`src/rtl/rth_pkg.sv`:
```
// Shared types and constants for the RGB-to-HSV converter.
// Used by rth_prep, rth_div_cell and the top level rgb_to_hsv.
package rth_pkg;

  // Channel width of one color component.
  localparam int unsigned ChanW    = 8;
  // Hue is a fraction of a full turn with this many bits.
  localparam int unsigned HueW     = 16;
  // Hue divisor is six times delta, at most 1530.
  localparam int unsigned HueDivW  = 11;
  // Saturation dividend is delta times 255.
  localparam int unsigned SatNumW  = 16;
  // One quotient bit of each divider per cell.
  localparam int unsigned NumCells = 16;

  // Data carried from cell to cell along the divider chain.
  typedef struct packed {
    logic               gray;   // delta is zero: hue and saturation are 0
    logic [ChanW-1:0]   value;  // largest channel
    logic [HueDivW-1:0] hrem;   // hue partial remainder
    logic [HueDivW-1:0] hdiv;   // hue divisor, 6*delta
    logic [HueW-1:0]    hquo;   // hue quotient bits so far
    logic [ChanW-1:0]   srem;   // saturation partial remainder
    logic [SatNumW-1:0] snum;   // saturation dividend bits not yet used
    logic [ChanW-1:0]   sdiv;   // saturation divisor, max
    logic [ChanW-1:0]   squo;   // saturation quotient bits so far
  } rth_cell_t;

endpackage

```
`src/rtl/rth_prep.sv`:
```
// Front stage of the RGB-to-HSV converter: max, min, delta and divider operands.
// Depends on rth_pkg for the cell data type and widths.
module rth_prep import rth_pkg::*; (
  input  logic             clk_i,
  input  logic             rst_ni,
  input  logic             in_valid_i,
  input  logic [ChanW-1:0] red_i,
  input  logic [ChanW-1:0] green_i,
  input  logic [ChanW-1:0] blue_i,
  output logic             out_valid_o,
  output rth_cell_t        out_o
);

  logic              red_max, green_max;
  logic [ChanW-1:0]  mx, mn, delta;
  logic signed [11:0] diff_s, off_s, num_s, delta_s;
  logic              valid_q;
  rth_cell_t         data_d, data_q;

  // Pick the largest channel, red before green before blue on ties.
  always_comb begin
    red_max   = (red_i >= green_i) && (red_i >= blue_i);
    green_max = !red_max && (green_i >= blue_i);
    if (red_max) begin
      mx = red_i;
    end else if (green_max) begin
      mx = green_i;
    end else begin
      mx = blue_i;
    end
    if ((red_i <= green_i) && (red_i <= blue_i)) begin
      mn = red_i;
    end else if (green_i <= blue_i) begin
      mn = green_i;
    end else begin
      mn = blue_i;
    end
    delta = mx - mn;
  end

  // Hue numerator: sector offset times delta plus the channel difference.
  always_comb begin
    delta_s = $signed({4'b0, delta});
    if (red_max) begin
      diff_s = $signed({4'b0, green_i}) - $signed({4'b0, blue_i});
      off_s  = diff_s[11] ? ((delta_s <<< 2) + (delta_s <<< 1)) : 12'sd0;
    end else if (green_max) begin
      diff_s = $signed({4'b0, blue_i}) - $signed({4'b0, red_i});
      off_s  = delta_s <<< 1;
    end else begin
      diff_s = $signed({4'b0, red_i}) - $signed({4'b0, green_i});
      off_s  = delta_s <<< 2;
    end
    num_s = off_s + diff_s;
  end

  // Operands for both dividers.
  always_comb begin
    data_d       = '0;
    data_d.gray  = (delta == '0);
    data_d.value = mx;
    data_d.hrem  = num_s[HueDivW-1:0];
    data_d.hdiv  = HueDivW'({delta, 2'b0}) + HueDivW'({delta, 1'b0});
    data_d.hquo  = '0;
    data_d.srem  = '0;
    data_d.snum  = {delta, {ChanW{1'b0}}} - SatNumW'(delta);
    data_d.sdiv  = mx;
    data_d.squo  = '0;
  end

  // The valid flag is reset; the payload is not.
  always_ff @(posedge clk_i or negedge rst_ni) begin
    if (!rst_ni) begin
      valid_q <= 1'b0;
    end else begin
      valid_q <= in_valid_i;
    end
  end

  always_ff @(posedge clk_i) begin
    data_q <= data_d;
  end

  assign out_valid_o = valid_q;
  assign out_o       = data_q;

endmodule

```
`src/rtl/rth_div_cell.sv`:
```
// One cell of the divider chain: a restoring step for hue and one for saturation.
// Depends on rth_pkg for the cell data type and widths.
module rth_div_cell import rth_pkg::*; (
  input  logic      clk_i,
  input  logic      rst_ni,
  input  logic      in_valid_i,
  input  rth_cell_t in_i,
  output logic      out_valid_o,
  output rth_cell_t out_o
);

  logic [HueDivW:0] htrial, hsub;
  logic             hge;
  logic [ChanW:0]   strial, ssub;
  logic             sge;
  logic             valid_q;
  rth_cell_t        data_d, data_q;

  // Hue step: double the remainder, subtract the divisor where it fits.
  always_comb begin
    htrial = {in_i.hrem, 1'b0};
    hge    = (htrial >= {1'b0, in_i.hdiv});
    hsub   = htrial - {1'b0, in_i.hdiv};
  end

  // Saturation step: bring down the next dividend bit, subtract where it fits.
  always_comb begin
    strial = {in_i.srem, in_i.snum[SatNumW-1]};
    sge    = (strial >= {1'b0, in_i.sdiv});
    ssub   = strial - {1'b0, in_i.sdiv};
  end

  always_comb begin
    data_d      = in_i;
    data_d.hrem = hge ? hsub[HueDivW-1:0] : htrial[HueDivW-1:0];
    data_d.hquo = {in_i.hquo[HueW-2:0], hge};
    data_d.srem = sge ? ssub[ChanW-1:0] : strial[ChanW-1:0];
    data_d.snum = {in_i.snum[SatNumW-2:0], 1'b0};
    data_d.squo = {in_i.squo[ChanW-2:0], sge};
  end

  always_ff @(posedge clk_i or negedge rst_ni) begin
    if (!rst_ni) begin
      valid_q <= 1'b0;
    end else begin
      valid_q <= in_valid_i;
    end
  end

  always_ff @(posedge clk_i) begin
    data_q <= data_d;
  end

  assign out_valid_o = valid_q;
  assign out_o       = data_q;

endmodule

```
`src/rtl/rgb_to_hsv.sv`:
```
// Top level of the RGB-to-HSV converter: front stage and a chain of divider cells.
// Depends on rth_pkg, rth_prep and rth_div_cell.
//
// Usage: drive red_i, green_i and blue_i and raise start_i for one cycle per
// item. An item is taken at every rising edge where start_i is high and busy_o
// is low; busy_o is always low, so one pixel can enter every clock cycle.
// Each item gives one result: hue_o (16-bit fraction of a full turn),
// saturation_o and value_o, shown for exactly one cycle with done_o high.
// One front stage computes max, min and the divider operands, then 16 divider
// cells each produce one quotient bit of the hue division and one of the
// saturation division. Throughput is one item per cycle, set by the fully
// pipelined cell chain. Items leave in the order they came in. Reset clears
// all valid flags, so no result is shown until an item has passed the chain.
// The receiver cannot stall: results are not held.
module rgb_to_hsv import rth_pkg::*; (
  input  logic             clk_i,
  input  logic             rst_ni,
  input  logic             start_i,
  output logic             busy_o,
  input  logic [ChanW-1:0] red_i,
  input  logic [ChanW-1:0] green_i,
  input  logic [ChanW-1:0] blue_i,
  output logic             done_o,
  output logic [HueW-1:0]  hue_o,
  output logic [ChanW-1:0] saturation_o,
  output logic [ChanW-1:0] value_o
);

  logic      chain_valid [0:NumCells];
  rth_cell_t chain_data  [0:NumCells];

  // The pipeline never stalls.
  assign busy_o = 1'b0;

  // Front stage.
  rth_prep u_prep (
    .clk_i       (clk_i),
    .rst_ni      (rst_ni),
    .in_valid_i  (start_i),
    .red_i       (red_i),
    .green_i     (green_i),
    .blue_i      (blue_i),
    .out_valid_o (chain_valid[0]),
    .out_o       (chain_data[0])
  );

  // Divider chain, one quotient bit per cell.
  for (genvar i = 0; i < NumCells; i++) begin : g_cell
    rth_div_cell u_cell (
      .clk_i       (clk_i),
      .rst_ni      (rst_ni),
      .in_valid_i  (chain_valid[i]),
      .in_i        (chain_data[i]),
      .out_valid_o (chain_valid[i+1]),
      .out_o       (chain_data[i+1])
    );
  end

  // Gray pixels give zero hue and saturation.
  assign done_o       = chain_valid[NumCells];
  assign hue_o        = chain_data[NumCells].gray ? '0 : chain_data[NumCells].hquo;
  assign saturation_o = chain_data[NumCells].gray ? '0 : chain_data[NumCells].squo;
  assign value_o      = chain_data[NumCells].value;

endmodule
```
`config.mk`:
```
export PLATFORM = sky130hd
export DESIGN_NAME = rgb_to_hsv
export DESIGN_NICKNAME = d
export VERILOG_FILES = /design/src/rtl/rth_pkg.sv /design/src/rtl/rth_prep.sv /design/src/rtl/rth_div_cell.sv /design/src/rtl/rgb_to_hsv.sv
export SDC_FILE = /design/constraint.sdc
export NUM_CORES = 1
export LEC_CHECK = 0
export ABC_AREA = 1
export BUFFER_PORTS_ARGS = -buffer_cell sky130_fd_sc_hd__buf_2
export CORE_UTILIZATION = 35
export CTS_CLUSTER_SIZE = 16
export DETAILED_ROUTE_END_ITERATION = 8
export HOLD_SLACK_MARGIN = 0.03
export PLACE_DENSITY = 0.56
export SYNTH_ARGS = -nofsm -noshare
export SYNTH_HDL_FRONTEND = slang
export SYNTH_SLANG_ARGS = --single-unit
```
`constraint.sdc`:
```
create_clock -name clk_i -period 3.64 [get_ports clk_i]
set_input_delay 0.364 -clock clk_i [delete_from_list [all_inputs] [get_ports clk_i]]
set_output_delay 0.364 -clock clk_i [all_outputs]
set_load 0.02 [all_outputs]
```
# After elaboration in Yosys (flattened, before gate mapping)
# Cells that the tools add are included.
[totals] register_bits=950 in_bits=27 out_inout_bits=34 wordCells=276
[classes] reduce_logical=5 muxes=41 addsub=38 magnitude_cmp=38
[ops] op="$mux 11" n=19
[ops] op="$ge 12x11->1" n=16
[ops] op="$sub 11x11->11" n=15
[ops] op="$mux 8" n=19
[ops] op="$ge 9x8->1" n=15
[ops] op="$sub 8x8->8" n=15
[ops] op="$sub 8x8->9" n=3
[ops] op="$ge 8x8->1" n=3
[ops] op="$le 8x8->1" n=3
[ops] op="$add 10x9->11" n=2
[ops] op="$mux 16" n=1
[ops] op="$sub 16x8->16" n=1
[ops] op="$add 11x11->11" n=1
[ops] op="$mux 10" n=1
[ops] op="$ge 1x8->1" n=1
[ops] op="$logic_not 8->1" n=1
[ops] op="$sub 1x8->8" n=1
[ops] op="$logic_and 1x1->1" n=3
[ops] op="$logic_not 1->1" n=1
[ops] op="$mux 1" n=1

# Depth between registers and ports, before layout
[depth] depth_word=11 depth_mapped=44

# Modules after synthesis
# A second synthesis with hierarchy kept.
[hier_totals] hier_cells=6289 hier_area_um2=55293.0
[by_module_without_submodules] module="rth_div_cell at g_cell[13].u_cell ..." instances=9 area_per_inst_um2=3174.3 cells_each=353 seq_area_each_um2=1746.7
[by_module_without_submodules] module="rth_div_cell at g_cell[0].u_cell ..." instances=7 area_per_inst_um2=3153.0 cells_each=351 seq_area_each_um2=1746.7
[by_module_without_submodules] module="rth_prep" instances=1 area_per_inst_um2=4439.3 cells_each=603 seq_area_each_um2=905.9
[by_module_without_submodules] module="rgb_to_hsv" instances=1 area_per_inst_um2=214.0 cells_each=52 seq_area_each_um2=0.0

# Least setup slack after synthesis
# No wires, ideal clock.
[synth_path] path_kind="input-to-reg" from="input blue_i[6]" to="register u_prep.data_q, in the netlist u_prep.out_o[77]" path_buffers=1 t_arrival_ns=5.528 path_slack_ns=-2.000 path_stages=35 t_required_ns=3.528 setup_ns=0.112 cell_sequence="inv_1 ha_1 nand2_1 nand2_1 a21oi_1 nand3_2 nand2_4 clkbuf_1 nand2_1 o211ai_1 o21ai_0 ha_1 fa_1 xnor2_1 inv_1 ha_1 a21oi_1 inv_1 a31oi_1 xnor2_1 a21oi_1 a221oi_1 ha_1 a21oi_1 o21ai_0 a21oi_1 inv_1 a21oi_1 o21bai_1 nand2_1 nand2_1 a21oi_1 inv_1 nand2_1 nand2_1"
[synth_rtl] item="from (decl)" line="rgb_to_hsv.sv:22" source="input logic [ChanW-1:0] blue_i,"
[synth_rtl] item="to (signal assigned)" line="rth_prep.sv:81" source="data_q <= data_d;"
[synth_rtl] item="to (decl)" line="rth_prep.sv:18" source="rth_cell_t data_d, data_q;"

==> results.sh <==
export IMPL_seq_area_frac_synth=0.5120
export IMPL_slew_headroom=0.2741
export IMPL_cts_buffers=91
export IMPL_clk_pin_slew_worst_paths_ns=0.06
export IMPL_max_cap_viol_count=0
export IMPL_ys_async_sr_fraction=0.01914
export IMPL_grt_ovfl_total=0
export IMPL_worstPathArrival_ns=4.99
export IMPL_grt_pass1_vias=23580
export IMPL_synthFlopType="dfxtp_1"
export IMPL_fin_crit_ns=4.464
export IMPL_synth_edf_count=0
export IMPL_fin_skew_ns=0.05474
export IMPL_cp_required_ns=4.17
export IMPL_drt_total_wl_um=62720
export IMPL_outcome="complete, but fails checks"
export IMPL_synth_warnings=0
export IMPL_layout_setup_ws_ns=-0.8238
export IMPL_rows=115
export IMPL_first_pass_iters=5
export IMPL_ys_top_cells_by_count="871 x dfxtp_1, 537 x inv_1, 420 x nand2_1"
export IMPL_grt_max_degree=22
export IMPL_critPathCaptureType="flip-flop"
export IMPL_failed_checks="setup timing"
export IMPL_syn_num_nets=4064
export IMPL_tightest_slew_ns=1.087
export IMPL_reg2reg_slack_ns=0.94
export IMPL_final_net_count=4418
export IMPL_setup_violations=10
export IMPL_gp_congestion=0.8802
export IMPL_drc=0
export IMPL_cp_common_cell="a21oi_2"
export IMPL_layout_drive_gt1_share=0.1673
export IMPL_cts_root_buf="clkbuf_16"
export IMPL_antenna_found_initial=0
export IMPL_synth_top_area_cell="dfxtp_1"
export IMPL_max_freq_ghz=0.2240
export IMPL_grt_usage=0.1265
export IMPL_ys_top_cells_by_area="dfxtp_1 50%, ha_1 12%, inv_1 5.8%, a21oi_1 4.7%, nand2_1 4.5%"
export IMPL_dp_hpwl_um=48190
export IMPL_drtIter0Drc=831
export IMPL_fillers=9436
export IMPL_wl_per_cell_um=11.66
export IMPL_fin_crit_sh=1.226
export IMPL_clockBufferDepth=3
export IMPL_yosysTopAreaCellShare=0.4998
export IMPL_synthCells=3666
export IMPL_yosysUniqueCellTypes=62
export IMPL_ant_nets=0
export IMPL_final_hold_violation_count=0
export IMPL_syn_to_final_growth_pct=22.31
export IMPL_io_pins=61
export IMPL_ys_ff_latch=888
export IMPL_die_area_um2=100900
export IMPL_fp_dieH_um=317.7
export IMPL_slowest_stage="ha_1"
export IMPL_hold_class="in -> reg"
export IMPL_cts_sinks=888
export IMPL_met1_length_um=27790
export IMPL_die_w_um=317.7
export IMPL_criticalPathCategory="in -> reg"
export IMPL_cts_tree="yes"
export IMPL_synth_most_common_cell="dfxtp_1"
export IMPL_rsz0062_at_grt="yes"
export IMPL_placeableCoreArea_um2=98560
export IMPL_vias_per_cell=4.354
export IMPL_num_vias=23430
export IMPL_wl_met2_um=30750
export IMPL_start_util=0.3540
export IMPL_cp_start_kind="input pin"
export IMPL_port_buffers=59
export IMPL_synth_area_per_cell_um2=9.516
export IMPL_dr_wl_met3_um=2058
export IMPL_cp_max_fo=5
export IMPL_grt_pass1_wl_um=107400
export IMPL_postLayoutCoreUtil=0.4329
export IMPL_finalMaxSlewViolations=0
export IMPL_insertedDiodeCount=0
export IMPL_syn_area_um2=34890
export IMPL_highest_layer="met4"
export IMPL_worst_path_largest_cell_delay_ns=0.30
export IMPL_clk_latency_ns=0.67
export IMPL_htree_levels=3
## cells in the final DEF, fill, tap and decap left out, types with 17 or more instances in the layout
cell,n
a211oi_1,20
a21oi_1,305
a21oi_2,17
buf_2,38
buf_4,240
buf_6,20
clkbuf_16,91
clkinv_2,20
dfrtp_1,17
dfxtp_1,871
fa_1,33
ha_1,304
ha_4,29
inv_1,507
inv_2,31
nand2_1,395
nand2_2,37
nand3_1,53
nand4_1,27
nor2_1,273
nor3_1,27
o21ai_0,193
o21ai_1,35
o21bai_1,21
xnor2_1,75
xor2_1,147
## flip-flops by register name, summed over array words and instances, names as in the netlist
register                   flops
g_cell.u_cell.out_o          827
u_prep.out_valid_o             1
g_cell.u_cell.out_valid_o     16
u_prep.out_o                  44
## routing by layer
layer / vias to the layer above / GRT usage
li1: 12590 / -
met1: 10470 / 0.1457
met2: 262 / 0.2284
met3: 114 / 0.02165
met4: 0 / 0.05512
met5: - / 0
## cell families after synthesis
family                   synth area share
XOR/XNOR                          0.06043
AND/OR/NAND/NOR                    0.1081
AO/OA/AOI/OAI                      0.1113
buffers and inverters             0.06728
multiplexers                    0.0002869
flip-flops                         0.5120
other                           0.0001075
adder cells (fa/ha/maj)            0.1406
## timing repair
| item | 4_1_cts | 5_1_grt |
|---|---|---|
| hold buffers | 2 | 0 |
| buffers inserted | 45 | 21 |
| pin swaps | 50 | 47 |
| endpoints found under the setup margin | 19 | 23 |
| resized for setup | 72 | 71 |
| hold endpoints to repair | 18 | 0 |
## final timing paths
| path | start | endpoint | depth (start not counted) |
|---|---|---|---|
| hold / removal | blue_i[3] | u_prep.out_o[81] | 4 |
| min in group asynchronous | rst_ni | g_cell[13].u_cell.out_valid_o | 2 |
| hold reg to reg | g_cell[6].u_cell.out_o[29] | g_cell[7].u_cell.out_o[30] | 0 |
| setup / recovery | green_i[4] | u_prep.out_o[77] | 40 |
| setup reg to reg | g_cell[1].u_cell.out_o[59] | g_cell[2].u_cell.out_o[40] | 12 |
| max in group asynchronous | rst_ni | g_cell[1].u_cell.out_valid_o | 2 |
## layout make-up
class	count	area, µm²	area share
clock buffer	119	2532	0.05935
inverter	548	2095	0.04908
multi-input combinational	2182	15550	0.3645
clock inverter	48	644.4	0.01510
tap	1287	1610	0.03774
timing repair buffer	309	2375	0.05565
sequential	888	17860	0.4186
## critical path, delay by kind of cell
family / cells / cell delay (ns)
compound gates: 12 / 1.47
simple gates: 13 / 1.12
fa+ha+maj: 4 / 1.04
buf+inv: 9 / 0.59
xor+xnor: 2 / 0.38
## stage by stage
step | cell area [µm²] | TNS, ns | hold slack [ns] | std cells | worst slack [ns]
floorplan | 35430 | -7.228 | 0.06841 | 3666 | -1.352
global placement | 38510 | -19.89 | 0.2904 | 5159 | -1.700
detailed placement | 38510 | -21.56 | 0.2968 | 5159 | -1.747
CTS | 42270 | -3.502 | 0.07557 | 5371 | -0.7236
global route | 42670 | -6.777 | 0.1674 | 5381 | -1.101
finish | 42670 | -3.775 | 0.1640 | 5381 | -0.8238
Power is left out: the tool's default activity adds up to more than one toggle a clock period on the data nets, which glitch-free logic cannot reach.
